<file path="src/lrps_pkg.sv">
// ----------------------------------------------------------------------------
// lrps_pkg
// shared types and constants of the lpc prediction filter
// ----------------------------------------------------------------------------
package lrps_pkg;

  localparam int ACC_W     = 32;
  localparam int ORDER_W   = 6;
  localparam int SHIFT_W   = 5;
  localparam int CFG_IDX_W = 2;
  localparam int CFG_DAT_W = 6;
  localparam int TAP_W     = 7;

  // register indexes
  localparam logic [CFG_IDX_W-1:0] REG_MODE  = 2'd0;
  localparam logic [CFG_IDX_W-1:0] REG_ORDER = 2'd1;
  localparam logic [CFG_IDX_W-1:0] REG_SHIFT = 2'd2;

  // beat kinds
  localparam logic OP_LOAD   = 1'b0;
  localparam logic OP_SAMPLE = 1'b1;

  // filter modes
  localparam logic MODE_ANALYSIS  = 1'b0;
  localparam logic MODE_SYNTHESIS = 1'b1;

  typedef struct packed {
    logic clear;
    logic rotate;
    logic insert;
  } cell_ctrl_t;

  typedef struct packed {
    logic init;
    logic run;
    logic tap_en;
  } mac_ctrl_t;

endpackage

</file>
<file path="src/lrps_cell.sv">
// ----------------------------------------------------------------------------
// lrps_cell
// one filter tap: holds a history word and its coefficient
// ----------------------------------------------------------------------------
module lrps_cell #(
  parameter int COEF_BITS = 16,
  parameter int DATA_BITS = 32
) (
  input  logic                     clk_i,
  input  logic                     rst_ni,
  input  lrps_pkg::cell_ctrl_t     ctrl_i,
  input  logic                     load_i,
  input  logic [COEF_BITS-1:0]     load_coef_i,
  input  logic [DATA_BITS-1:0]     rot_hist_i,
  input  logic [COEF_BITS-1:0]     rot_coef_i,
  input  logic [DATA_BITS-1:0]     ins_hist_i,
  output logic [DATA_BITS-1:0]     hist_o,
  output logic [COEF_BITS-1:0]     coef_o
);

  logic [DATA_BITS-1:0] hist_q, hist_d;
  logic [COEF_BITS-1:0] coef_q, coef_d;

  always_comb begin
    hist_d = hist_q;
    if (ctrl_i.clear) begin
      hist_d = '0;
    end else if (ctrl_i.rotate) begin
      hist_d = rot_hist_i;
    end else if (ctrl_i.insert) begin
      hist_d = ins_hist_i;
    end
  end

  always_comb begin
    coef_d = coef_q;
    if (load_i) begin
      coef_d = load_coef_i;
    end else if (ctrl_i.rotate) begin
      coef_d = rot_coef_i;
    end
  end

  always_ff @(posedge clk_i or negedge rst_ni) begin
    if (!rst_ni) begin
      hist_q <= '0;
    end else begin
      hist_q <= hist_d;
    end
  end

  // coefficient store is undefined until written
  always_ff @(posedge clk_i) begin
    coef_q <= coef_d;
  end

  assign hist_o = hist_q;
  assign coef_o = coef_q;

endmodule

</file>
<file path="src/lrps_mac.sv">
// ----------------------------------------------------------------------------
// lrps_mac
// serial multiply-accumulate fed from the head cell of the chain
// ----------------------------------------------------------------------------
module lrps_mac #(
  parameter int COEF_BITS = 16,
  parameter int DATA_BITS = 32
) (
  input  logic                          clk_i,
  input  logic                          rst_ni,
  input  lrps_pkg::mac_ctrl_t           ctrl_i,
  input  logic [lrps_pkg::SHIFT_W-1:0]  shift_i,
  input  logic [COEF_BITS-1:0]          coef_i,
  input  logic [DATA_BITS-1:0]          hist_i,
  output logic [lrps_pkg::ACC_W-1:0]    acc_o
);

  localparam int PROD_W = COEF_BITS + DATA_BITS;
  localparam int ACC_W  = lrps_pkg::ACC_W;
  localparam logic [lrps_pkg::SHIFT_W-1:0] SHIFT_ONE = 1;

  logic signed [PROD_W-1:0]       prod_d, prod_q;
  logic [ACC_W-1:0]               prod_acc;
  logic                           use_q;
  logic [ACC_W-1:0]               acc_q, acc_d, round;

  assign prod_d   = $signed(coef_i) * $signed(hist_i);
  assign prod_acc = ACC_W'(prod_q);

  always_comb begin
    if (shift_i == '0) begin
      round = '0;
    end else begin
      round = ACC_W'(1) << (shift_i - SHIFT_ONE);
    end
  end

  always_comb begin
    acc_d = acc_q;
    if (ctrl_i.init) begin
      acc_d = round;
    end else if (ctrl_i.run && use_q) begin
      acc_d = acc_q + prod_acc;
    end
  end

  always_ff @(posedge clk_i or negedge rst_ni) begin
    if (!rst_ni) begin
      use_q <= 1'b0;
    end else if (ctrl_i.init) begin
      use_q <= 1'b0;
    end else if (ctrl_i.run) begin
      use_q <= ctrl_i.tap_en;
    end
  end

  always_ff @(posedge clk_i) begin
    prod_q <= prod_d;
    acc_q  <= acc_d;
  end

  assign acc_o = acc_q;

endmodule

</file>
<file path="src/lpc_residual_predict_synthesize.sv">
// ----------------------------------------------------------------------------
// lpc_residual_predict_synthesize
// fixed-point lpc filter: residual analysis or sample synthesis
// ----------------------------------------------------------------------------
// a coefficient load beat returns nothing
// a sample result follows one full turn of the tap chain past a single multiplier,
// then the drain and finish steps; finish waits while an older result is stalled
// the input reopens with the result, so no new sample is taken while one is in work
// a sample can be accepted while the previous result still waits on the output
// reset clears the history, the registers and the handshake; coefficients stay undefined
// ----------------------------------------------------------------------------
module lpc_residual_predict_synthesize #(
  parameter int N_TAPS    = 32,
  parameter int COEF_BITS = 16,
  parameter int DATA_BITS = 32
) (
  input  logic                             clk_i,
  input  logic                             rst_ni,
  input  logic                             cfg_we_i,
  input  logic [lrps_pkg::CFG_IDX_W-1:0]   cfg_idx_i,
  input  logic [lrps_pkg::CFG_DAT_W-1:0]   cfg_wdata_i,
  input  logic                             s_axis_tvalid,
  output logic                             s_axis_tready,
  // coef_index[4:0], coef_value[20:5], sample[52:21], zero[55:53]
  input  logic [55:0]                      s_axis_tdata,
  // op[0], block_start[1]
  input  logic [1:0]                       s_axis_tuser,
  output logic                             m_axis_tvalid,
  input  logic                             m_axis_tready,
  // out_value[31:0]
  output logic [31:0]                      m_axis_tdata
);

  localparam int ACC_W = lrps_pkg::ACC_W;
  localparam int CNT_W = (N_TAPS > 1) ? $clog2(N_TAPS) : 1;
  localparam logic [CNT_W-1:0]            CNT_LAST = CNT_W'(N_TAPS - 1);
  localparam logic [lrps_pkg::TAP_W-1:0]  TAP_MAX  = lrps_pkg::TAP_W'(N_TAPS);

  typedef enum logic [1:0] {
    ST_IDLE,
    ST_MAC,
    ST_DRAIN,
    ST_FINISH
  } state_e;

  state_e                          state_q;
  logic [CNT_W-1:0]                cnt_q;
  logic [DATA_BITS-1:0]            x_q;
  logic [31:0]                     out_q;
  logic                            out_vld_q;
  logic                            mode_q;
  logic [lrps_pkg::ORDER_W-1:0]    order_q;
  logic [lrps_pkg::SHIFT_W-1:0]    shift_q;

  logic                            in_beat, load_beat, sample_beat;
  logic [4:0]                      in_coef_index;
  logic [15:0]                     in_coef_value;
  logic [31:0]                     in_sample;
  logic [COEF_BITS-1:0]            coef_ld;
  logic [lrps_pkg::TAP_W-1:0]      taps;
  logic                            finish_go;

  lrps_pkg::cell_ctrl_t            cell_ctrl;
  lrps_pkg::mac_ctrl_t             mac_ctrl;
  logic [DATA_BITS-1:0]            hist_w [N_TAPS];
  logic [COEF_BITS-1:0]            coef_w [N_TAPS];
  logic [DATA_BITS-1:0]            ins_val;
  logic [ACC_W-1:0]                acc;

  logic signed [DATA_BITS-1:0]     x_s, y_s;
  logic signed [ACC_W-1:0]         x32, pred, y32;

  assign in_coef_index = s_axis_tdata[4:0];
  assign in_coef_value = s_axis_tdata[20:5];
  assign in_sample     = s_axis_tdata[52:21];

  assign s_axis_tready = (state_q == ST_IDLE);
  assign in_beat       = s_axis_tvalid && s_axis_tready;
  assign load_beat     = in_beat && (s_axis_tuser[0] == lrps_pkg::OP_LOAD);
  assign sample_beat   = in_beat && (s_axis_tuser[0] == lrps_pkg::OP_SAMPLE);

  if (COEF_BITS <= 16) begin : g_coef_narrow
    assign coef_ld = in_coef_value[COEF_BITS-1:0];
  end else begin : g_coef_wide
    assign coef_ld = COEF_BITS'(in_coef_value);
  end

  // taps in use, capped at the chain length
  assign taps = (lrps_pkg::TAP_W'(order_q) > TAP_MAX) ? TAP_MAX
                                                       : lrps_pkg::TAP_W'(order_q);

  // configuration registers
  always_ff @(posedge clk_i or negedge rst_ni) begin
    if (!rst_ni) begin
      mode_q  <= lrps_pkg::MODE_ANALYSIS;
      order_q <= '0;
      shift_q <= lrps_pkg::SHIFT_W'(1);
    end else if (cfg_we_i) begin
      unique case (cfg_idx_i)
        lrps_pkg::REG_MODE:  mode_q  <= cfg_wdata_i[0];
        lrps_pkg::REG_ORDER: order_q <= cfg_wdata_i[lrps_pkg::ORDER_W-1:0];
        lrps_pkg::REG_SHIFT: shift_q <= cfg_wdata_i[lrps_pkg::SHIFT_W-1:0];
        default: ;
      endcase
    end
  end

  // output arithmetic
  assign x_s  = $signed(x_q);
  assign x32  = ACC_W'(x_s);
  assign pred = $signed(acc) >>> shift_q;
  assign y32  = (mode_q == lrps_pkg::MODE_SYNTHESIS) ? (x32 - pred) : (x32 + pred);
  assign y_s  = $signed(y32[DATA_BITS-1:0]);
  assign ins_val = (mode_q == lrps_pkg::MODE_SYNTHESIS) ? y32[DATA_BITS-1:0] : x_q;

  assign finish_go = (state_q == ST_FINISH) && (!out_vld_q || m_axis_tready);

  always_comb begin
    cell_ctrl.clear  = sample_beat && s_axis_tuser[1];
    cell_ctrl.rotate = (state_q == ST_MAC);
    cell_ctrl.insert = finish_go;
    mac_ctrl.init    = sample_beat;
    mac_ctrl.run     = (state_q == ST_MAC) || (state_q == ST_DRAIN);
    mac_ctrl.tap_en  = (state_q == ST_MAC) && (lrps_pkg::TAP_W'(cnt_q) < taps);
  end

  for (genvar k = 0; k < N_TAPS; k++) begin : g_cell
    localparam int NXT = (k + 1) % N_TAPS;
    logic [DATA_BITS-1:0] ins_h;
    logic                 load_k;

    if (k == 0) begin : g_head
      assign ins_h = ins_val;
    end else begin : g_body
      assign ins_h = hist_w[k-1];
    end

    assign load_k = load_beat && (int'(in_coef_index) == k);

    lrps_cell #(
      .COEF_BITS (COEF_BITS),
      .DATA_BITS (DATA_BITS)
    ) u_cell (
      .clk_i       (clk_i),
      .rst_ni      (rst_ni),
      .ctrl_i      (cell_ctrl),
      .load_i      (load_k),
      .load_coef_i (coef_ld),
      .rot_hist_i  (hist_w[NXT]),
      .rot_coef_i  (coef_w[NXT]),
      .ins_hist_i  (ins_h),
      .hist_o      (hist_w[k]),
      .coef_o      (coef_w[k])
    );
  end

  lrps_mac #(
    .COEF_BITS (COEF_BITS),
    .DATA_BITS (DATA_BITS)
  ) u_mac (
    .clk_i   (clk_i),
    .rst_ni  (rst_ni),
    .ctrl_i  (mac_ctrl),
    .shift_i (shift_q),
    .coef_i  (coef_w[0]),
    .hist_i  (hist_w[0]),
    .acc_o   (acc)
  );

  always_ff @(posedge clk_i or negedge rst_ni) begin
    if (!rst_ni) begin
      state_q   <= ST_IDLE;
      cnt_q     <= '0;
      x_q       <= '0;
      out_q     <= '0;
      out_vld_q <= 1'b0;
    end else begin
      if (m_axis_tready) begin
        out_vld_q <= 1'b0;
      end
      unique case (state_q)
        ST_IDLE: begin
          if (sample_beat) begin
            x_q     <= in_sample[DATA_BITS-1:0];
            cnt_q   <= '0;
            state_q <= ST_MAC;
          end
        end
        ST_MAC: begin
          cnt_q <= cnt_q + CNT_W'(1);
          if (cnt_q == CNT_LAST) begin
            state_q <= ST_DRAIN;
          end
        end
        ST_DRAIN: begin
          state_q <= ST_FINISH;
        end
        ST_FINISH: begin
          if (finish_go) begin
            out_q     <= 32'(y_s);
            out_vld_q <= 1'b1;
            state_q   <= ST_IDLE;
          end
        end
        default: state_q <= ST_IDLE;
      endcase
    end
  end

  assign m_axis_tvalid = out_vld_q;
  assign m_axis_tdata  = out_q;

endmodule

</file>
<file path="config.mk">
export PLATFORM = sky130hd
export DESIGN_NAME = lpc_residual_predict_synthesize
export DESIGN_NICKNAME = d
export VERILOG_FILES = /design/src/lrps_pkg.sv /design/src/lrps_cell.sv /design/src/lrps_mac.sv /design/src/lpc_residual_predict_synthesize.sv
export SDC_FILE = /design/constraint.sdc
export NUM_CORES = 2
export LEC_CHECK = 0
export CAP_MARGIN = 20
export CORE_UTILIZATION = 30
export CTS_BUF_LIST = sky130_fd_sc_hd__clkbuf_8
export DETAILED_ROUTE_END_ITERATION = 10
export DONT_BUFFER_PORTS = 1
export PLACE_DENSITY_LB_ADDON = 0.15
export SLEW_MARGIN = 30
export SYNTH_ARGS = -nofsm -noshare
export SYNTH_HDL_FRONTEND = slang
export SYNTH_HIERARCHICAL = 1
export SYNTH_SLANG_ARGS = --single-unit
</file>
<file path="constraint.sdc">
create_clock -name clk_i -period 9.3 [get_ports clk_i]
set_clock_uncertainty 0.15 [all_clocks]
set_input_delay 0.465 -clock clk_i [delete_from_list [all_inputs] [get_ports clk_i]]
set_output_delay 0.465 -clock clk_i [all_outputs]
set_load 0.03 [all_outputs]
</file>
# After elaboration in Yosys (flattened, before gate mapping)
# Index checks and enable logic that the tools add are counted.
[totals]
input_bits = 71
output_inout_bits = 34
register_bits = 1685
wordCells = 392
[op_classes]
shift = 2
mul = 1
eq_ne = 40
mux = 177
add_sub_neg = 5
n_lt_le_gt_ge = 2
n_reduce_logical = 89
bitwise = 1
[ops]
columns = ["cell", "count"]
rows = [
  ["32-bit two-way mux", 101],
  ["16-bit two-way mux", 64],
  ["5-bit equality test (second input constant)", 17],
  ["2-bit nonzero test", 35],
  ["32-bit adder", 2],
  ["5-bit by 4-bit equality test with 1-bit output (second input constant)", 8],
  ["1-bit logical AND", 39],
  ["16-bit by 32-bit multiplier with 32-bit output", 1],
  ["1-bit by 5-bit left shift with 32-bit output (first input constant)", 1],
  ["32-bit by 5-bit >>> shifter with 32-bit output", 1],
  ["32-bit subtractor", 1],
  ["5-bit by 3-bit equality test with 1-bit output (second input constant)", 4],
  ["2-bit AND reduction", 6],
  ["5-bit by 2-bit equality test with 1-bit output (second input constant)", 2],
  ["5-bit logical NOT", 2],
  ["5-bit case mux with 2 select lines", 1],
  ["2-bit case mux with 4 select lines", 1],
  ["2-bit equality test (second input constant)", 3],
  ["6-bit > comparator (second input constant)", 1],
  ["5-bit by 6-bit less-than comparator with 1-bit output", 1],
  ["2-bit two-way mux", 3],
  ["6-bit two-way mux", 1],
  ["5-bit by 1-bit adder with 5-bit output (second input constant)", 1],
  ["5-bit by 1-bit equality test with 1-bit output (second input constant)", 1],
  ["12 further kinds", 20],
]

# Longest topological paths before layout
[logic_depth]
depth_word = 7
depth_mapped = 29
depth_no_buf = 25

# Hierarchy
# The synthesis kept the hierarchy.
[by_module_without_submodules]
columns = ["module", "area_per_inst_um2", "cells_per_inst", "seq_area_each_um2", "instances"]
rows = [
  ["lrps_cell", 2508.7, 177, 1281.2, 32],
  ["lrps_mac", 15632.5, 1759, 1626.6, 1],
  ["lpc_residual_predict_synthesize", 8325.5, 968, 2103.3, 1],
]

# Worst setup path after synthesis
# No wires, ideal clock.
[synth_path]
kind = "flip-flop to flip-flop"
from = "register g_cell[0].u_cell.coef_q[2]"
to = "register u_mac.prod_q[27]"
stages_incl_launch_ff = 23
required_ns = 9.023
setup_slack_ns = 3.103
path_buffers = 2
synth_period_minus_slack_ns = 6.197
arrival_time_ns = 5.921
setup_time_ns = 0.127
cell_sequence = "edfxtp_1 clkbuf_1 clkbuf_1 nand2_1 fa_1 fa_1 fa_1 inv_1 fa_1 fa_1 inv_1 fa_1 inv_1 ha_1 o21a_1 o21ai_0 nor2b_1 o21ai_0 o21ai_1 o21ai_1 o31ai_2 o21ai_0 xor2_1"
[synth_between]
elab_chain_len = 1
[synth_rtl]
columns = ["item", "line", "text"]
rows = [
  ["start: declaration", "lrps_cell.sv:22", "logic [COEF_BITS-1:0] coef_q, coef_d;"],
  ["start signal: assignment", "lrps_cell.sv:54", "coef_q <= coef_d;"],
  ["16-bit by 32-bit multiplier with 32-bit output", "lrps_mac.sv:27", "assign prod_d = $signed(coef_i) * $signed(hist_i);"],
  ["net u_mac.prod_d[27]", "lrps_mac.sv:22", "logic signed [PROD_W-1:0] prod_d, prod_q;"],
  ["end signal: assignment", "lrps_mac.sv:58", "prod_q <= prod_d;"],
  ["end: declaration", "lrps_mac.sv:22", ""],
]
# The timed path passes the listed nets, and every way through them passes these cells.
# A chain may end at the register's enable or synchronous reset.

# Worst setup path in the final report
[layout_path]
from = "register shift_q[1] (netlist name)"
to = "register g_cell[0].u_cell.hist_q[25]"
[layout_between]
elab_chain_len = 7
word_cells_on_any_way = 8
cone_classes = "add/sub (2); shift (1); mux (5)"
[layout_rtl]
columns = ["item", "line", "text"]
rows = [
  ["start: declaration", "lpc_residual_predict_synthesize.sv:53", "logic [lrps_pkg::SHIFT_W-1:0] shift_q;"],
  ["start signal: assignment", "lpc_residual_predict_synthesize.sv:97", "shift_q <= lrps_pkg::SHIFT_W'(1);"],
  ["start signal: assignment", "lpc_residual_predict_synthesize.sv:102", "lrps_pkg::REG_SHIFT: shift_q <= cfg_wdata_i[lrps_pkg::SHIFT_W-1:0];"],
  ["32-bit by 5-bit >>> shifter with 32-bit output *", "lpc_residual_predict_synthesize.sv:111", "assign pred = $signed(acc) >>> shift_q;"],
  ["32-bit adder / 32-bit subtractor (equally long branches)", "lpc_residual_predict_synthesize.sv:112", "assign y32 = (mode_q == lrps_pkg::MODE_SYNTHESIS) ? (x32 - pred) : (x32 + pred);"],
  ["32-bit two-way mux *", "lpc_residual_predict_synthesize.sv:112", ""],
  ["32-bit two-way mux *", "lpc_residual_predict_synthesize.sv:114", "assign ins_val = (mode_q == lrps_pkg::MODE_SYNTHESIS) ? y32[DATA_BITS-1:0] : x_q;"],
  ["net g_cell[0].ins_h[25]", "lpc_residual_predict_synthesize.sv:129", "logic [DATA_BITS-1:0] ins_h;"],
  ["32-bit two-way mux *", "lrps_cell.sv:30", "end else if (ctrl_i.insert) begin"],
  ["32-bit two-way mux *", "lrps_cell.sv:28", "end else if (ctrl_i.rotate) begin"],
  ["32-bit two-way mux *", "lrps_cell.sv:26", "if (ctrl_i.clear) begin"],
  ["end signal: assignment", "lrps_cell.sv:48", "hist_q <= hist_d;"],
  ["end: declaration", "lrps_cell.sv:21", "logic [DATA_BITS-1:0] hist_q, hist_d;"],
]
# Mark *: on every way through the listed nets, which the timed path passes. The rest lies on a longest branch. The select of a mux whose other input is x is not followed.

==> results_dict.tcl <==
set metrics [dict create \
    htree_levels 5 \
    synth_top_cells_by_area "dfrtp_1, edfxtp_1, a211oi_2" \
    syn-num-nets 8933 \
    whs_ps 132 \
    clk_pin_slew_ps 60 \
    crit_path_cell_trace "buf_4 -> mux4_1 -> mux2i_1 -> mux2i_1 -> a221o_1 -> inv_1 -> ha_1 -> nand2_2 -> nor4_4 -> a41oi_1 -> xor2_1 -> ha_1 -> and4_1 -> nor2b_1 -> nand3_1 -> a211oi_1 -> o31ai_1 -> a21boi_0 -> o21a_1 -> o21ai_0 -> a211oi_1 -> mux2_2 -> mux2i_1 -> a211oi_2" \
    cp.arrival_ps 8230 \
    synth-seq-cells 1685 \
    wl_per_cell_um 21.3 \
    hold_viol 0 \
    globalRouteTotalUtil_pct 15.9 \
    synth_area_per_cell_um2 12.4 \
    core_um2 346000 \
    cts-root-buf "clkbuf_8" \
    clock-sinks 1685 \
    clk_latency_ps 1000 \
    worstPathMaxFanout 36 \
    ios 105 \
    finalSetupTns_ps 0 \
    drtAntennaViolNets 0 \
    clock.fmax_mhz 134 \
    syn_area_um2 104000 \
    start_kind "flop" \
    crit_path_end_kind "flop" \
    rsz0062_at_grt "no" \
    drt_wl_total_um 283000 \
    ys.flop_type "dfrtp_1" \
    viasPerCell 4.87 \
    cap_violations 0 \
    drive_gt1_share_pct 26.1 \
    place_congestion 0.816 \
    port_buffers 0 \
    yosysTopAreaCell "dfrtp_1" \
    max_slew.worst_pin.slew_ps 1070 \
    slew_headroom_pct 28.7 \
    dpl.hpwl_um 178000 \
    ys_warn_count 6 \
    fin_nets 9013 \
    drv_slew 0 \
    async_flop_share_pct 65.8 \
    finalCriticalPeriod_ps 7460 \
    min_path_type "in2async" \
    placedCellCount 12536 \
    crit_slowest_cell "dfrtp_2" \
    crit_required_ps 10070 \
    drtIter0Drc 3514 \
    grt_pass1_wl_um 438000 \
    antenna_found_initial 24 \
    start_util_pct 30.1 \
    die_x_um 591 \
    outcome "finished, final reports clean" \
    synth_cell_types 103 \
    cpMostUsedCell "mux2i_1" \
    post_cts_resized 0 \
    vias 64866 \
    ys_seq_area_share_pct 42.9 \
    numCtsBuffers 330 \
    path_delay_family "compound AO/OA/AOI/OAI gates" \
    grt_max_degree 189 \
    die-area_um2 350000 \
    drt_pass1_iterations 5 \
    synth-edff-count 544 \
    std_cell_rows 216 \
    grt_overflow 0 \
    cts_tree "done" \
    cts_setup_buffers 0 \
    period_share_pct 80.3 \
    max_stage_delay_ps 920 \
    first_global_vias 70938 \
    drcViolationCount 0 \
    syn_inst 8391 \
    worstSetupPathType "reg2reg" \
    clockBufferDepth 4 \
    chipHeight_um 591 \
    crit_buf_inv 2 \
    setup_viol 0 \
    yosysTopAreaCellShare_pct 26.6 \
    cts_hold_buf 178 \
    areaGrowthSynthToFinish_pct 10.7 \
    final_util_pct 33.4 \
    instances_no_fill 13306 \
]
## cells in the mapped netlist (21+ instances only)
library cell,n
buf_12,97
ha_1,165
clkbuf_1,190
buf_6,65
a211oi_2,963
inv_1,458
mux4_2,23
nand2_1,423
or2_2,41
edfxtp_1,544
buf_1,76
nor2_1,141
a211oi_1,77
xor2_1,44
mux2_2,581
mux2i_1,1055
xnor2_1,84
a21oi_1,99
a21o_1,38
fa_1,306
o22ai_1,34
nand2b_1,33
o21ai_0,59
nor3_1,22
dfrtp_1,1108
buf_2,169
o21a_1,21
dfxtp_1,32
nor2b_1,1040
nand3_1,26
and2_1,167
## cells in the final DEF, fill, tap and decap left out, types with 9 or more instances in the layout
cell and n:
and2_1 166, inv_1 578, a211oi_1 77, a21oi_1 99, o22ai_1 34, a211oi_2 963, xnor2_1 84, o21bai_1 11
nand3_1 26, o211ai_1 9, nor3_1 22, xor2_1 44, ha_1 164, clkbuf_8 375, nor2_1 139, nand2_1 422
dfrtp_1 1103, edfxtp_1 544, clkinv_2 32, dlygate4sd3_1 161, buf_4 133, clkinv_1 31, buf_16 16, or2_2 41
buf_12 32, mux4_2 23, a21o_1 38, a31oi_1 19, nand2b_1 33, dfxtp_1 32, fa_1 306, mux2_2 581
a211o_1 10, o21ai_0 59, o21a_1 21, nor2b_1 1039, mux2i_1 1055
## worst reg2reg max path: stages, from the launching register on
cell and delay, ps:
dfrtp_2 920, buf_4 430, mux4_1 610, mux2i_1 260
mux2i_1 150, a221o_1 480, inv_1 90, ha_1 200
nand2_2 100, nor4_4 520, a41oi_1 200, xor2_1 210
ha_1 410, and4_1 240, nor2b_1 280, nand3_1 120
a211oi_1 410, o31ai_1 170, a21boi_0 300, o21a_1 190
o21ai_0 80, a211oi_1 340, mux2_2 220, mux2i_1 70
a211oi_2 210
## layout make-up
| class | instances | area, µm² |
|---|---|---|
| fillers | 34520 | 231000 |
| multi-input cells | 5644 | 53300 |
| flip-flops and latches | 1685 | 44700 |
| well taps | 4578 | 5730 |
| clock buffers | 375 | 5160 |
| repair buffers | 347 | 3760 |
| inverters | 463 | 1750 |
| clock inverters | 206 | 1020 |
| diodes | 8 | 20.0 |
## flip-flops by register name, summed over array words and instances, names as in the netlist
register,count
m_axis_tdata,32
u_mac/acc_o,32
g_cell.u_cell/hist_o,1024
x32,32
order_q,6
mode_q,1
u_mac/use_q,1
m_axis_tvalid,1
shift_q,5
cnt_q,5
u_mac/prod_q,32
g_cell.u_cell/coef_o,512
state_q,2
## cell families (layout without fill, tap and decap cells)
| family | Yosys count | in the layout | synth area share [%] |
|---|---|---|---|
| simple gates | 1954 | 1954 | 10.4 |
| flops | 1685 | 1685 | 42.9 |
| mux | 1667 | 1667 | 17.1 |
| compound gates | 1423 | 1423 | 14.6 |
| buf+inv | 1062 | 1391 | 6.02 |
| fa+ha+maj | 471 | 471 | 7.86 |
| xor+xnor | 129 | 129 | 1.10 |
| other cells | 0 | 8 | 0 |
## metrics by stage
step                instance area [µm²]  worst slack [ps]
finish                           115000              1840
global route                     115000              1280
CTS                              115000              1760
detailed placement               107000              1800
global placement                 107000              1870
floorplan                        104000              3100
## routing by layer
layer / track usage [%] / vias up / part of all wire, %
met3: 2.52 / 444 / 4.1
met1: 21.9 / 33308 / 47
met5: 0 / - / 0.012
li1: - / 30026 / -
met4: 4.47 / 6 / 2.6
met2: 25.7 / 1082 / 46
## final timing paths
kind	startpoint	end	slack (ps)	cells past startpoint
setup / recovery	shift_q[1]$_DFFE_PN0P_	g_cell[0].u_cell/hist_o[25]$_DFFE_PN0P_	1840	24
hold / removal	rst_ni	g_cell[11].u_cell/hist_o[26]$_DFFE_PN0P_	130	2
hold reg to reg	order_q[1]$_DFFE_PN0P_	order_q[1]$_DFFE_PN0P_	360	1
setup reg to reg	shift_q[1]$_DFFE_PN0P_	g_cell[0].u_cell/hist_o[25]$_DFFE_PN0P_	1840	24
min in group clk_i	s_axis_tuser[0]	g_cell[23].u_cell/coef_o[0]$_DFFE_PP_	160	5
max in group asynchronous	rst_ni	g_cell[26].u_cell/hist_o[3]$_DFFE_PN0P_	6010	7
Power is not shown: default switching activity piles up to over one toggle a cycle in this logic, so the estimate is an artifact.
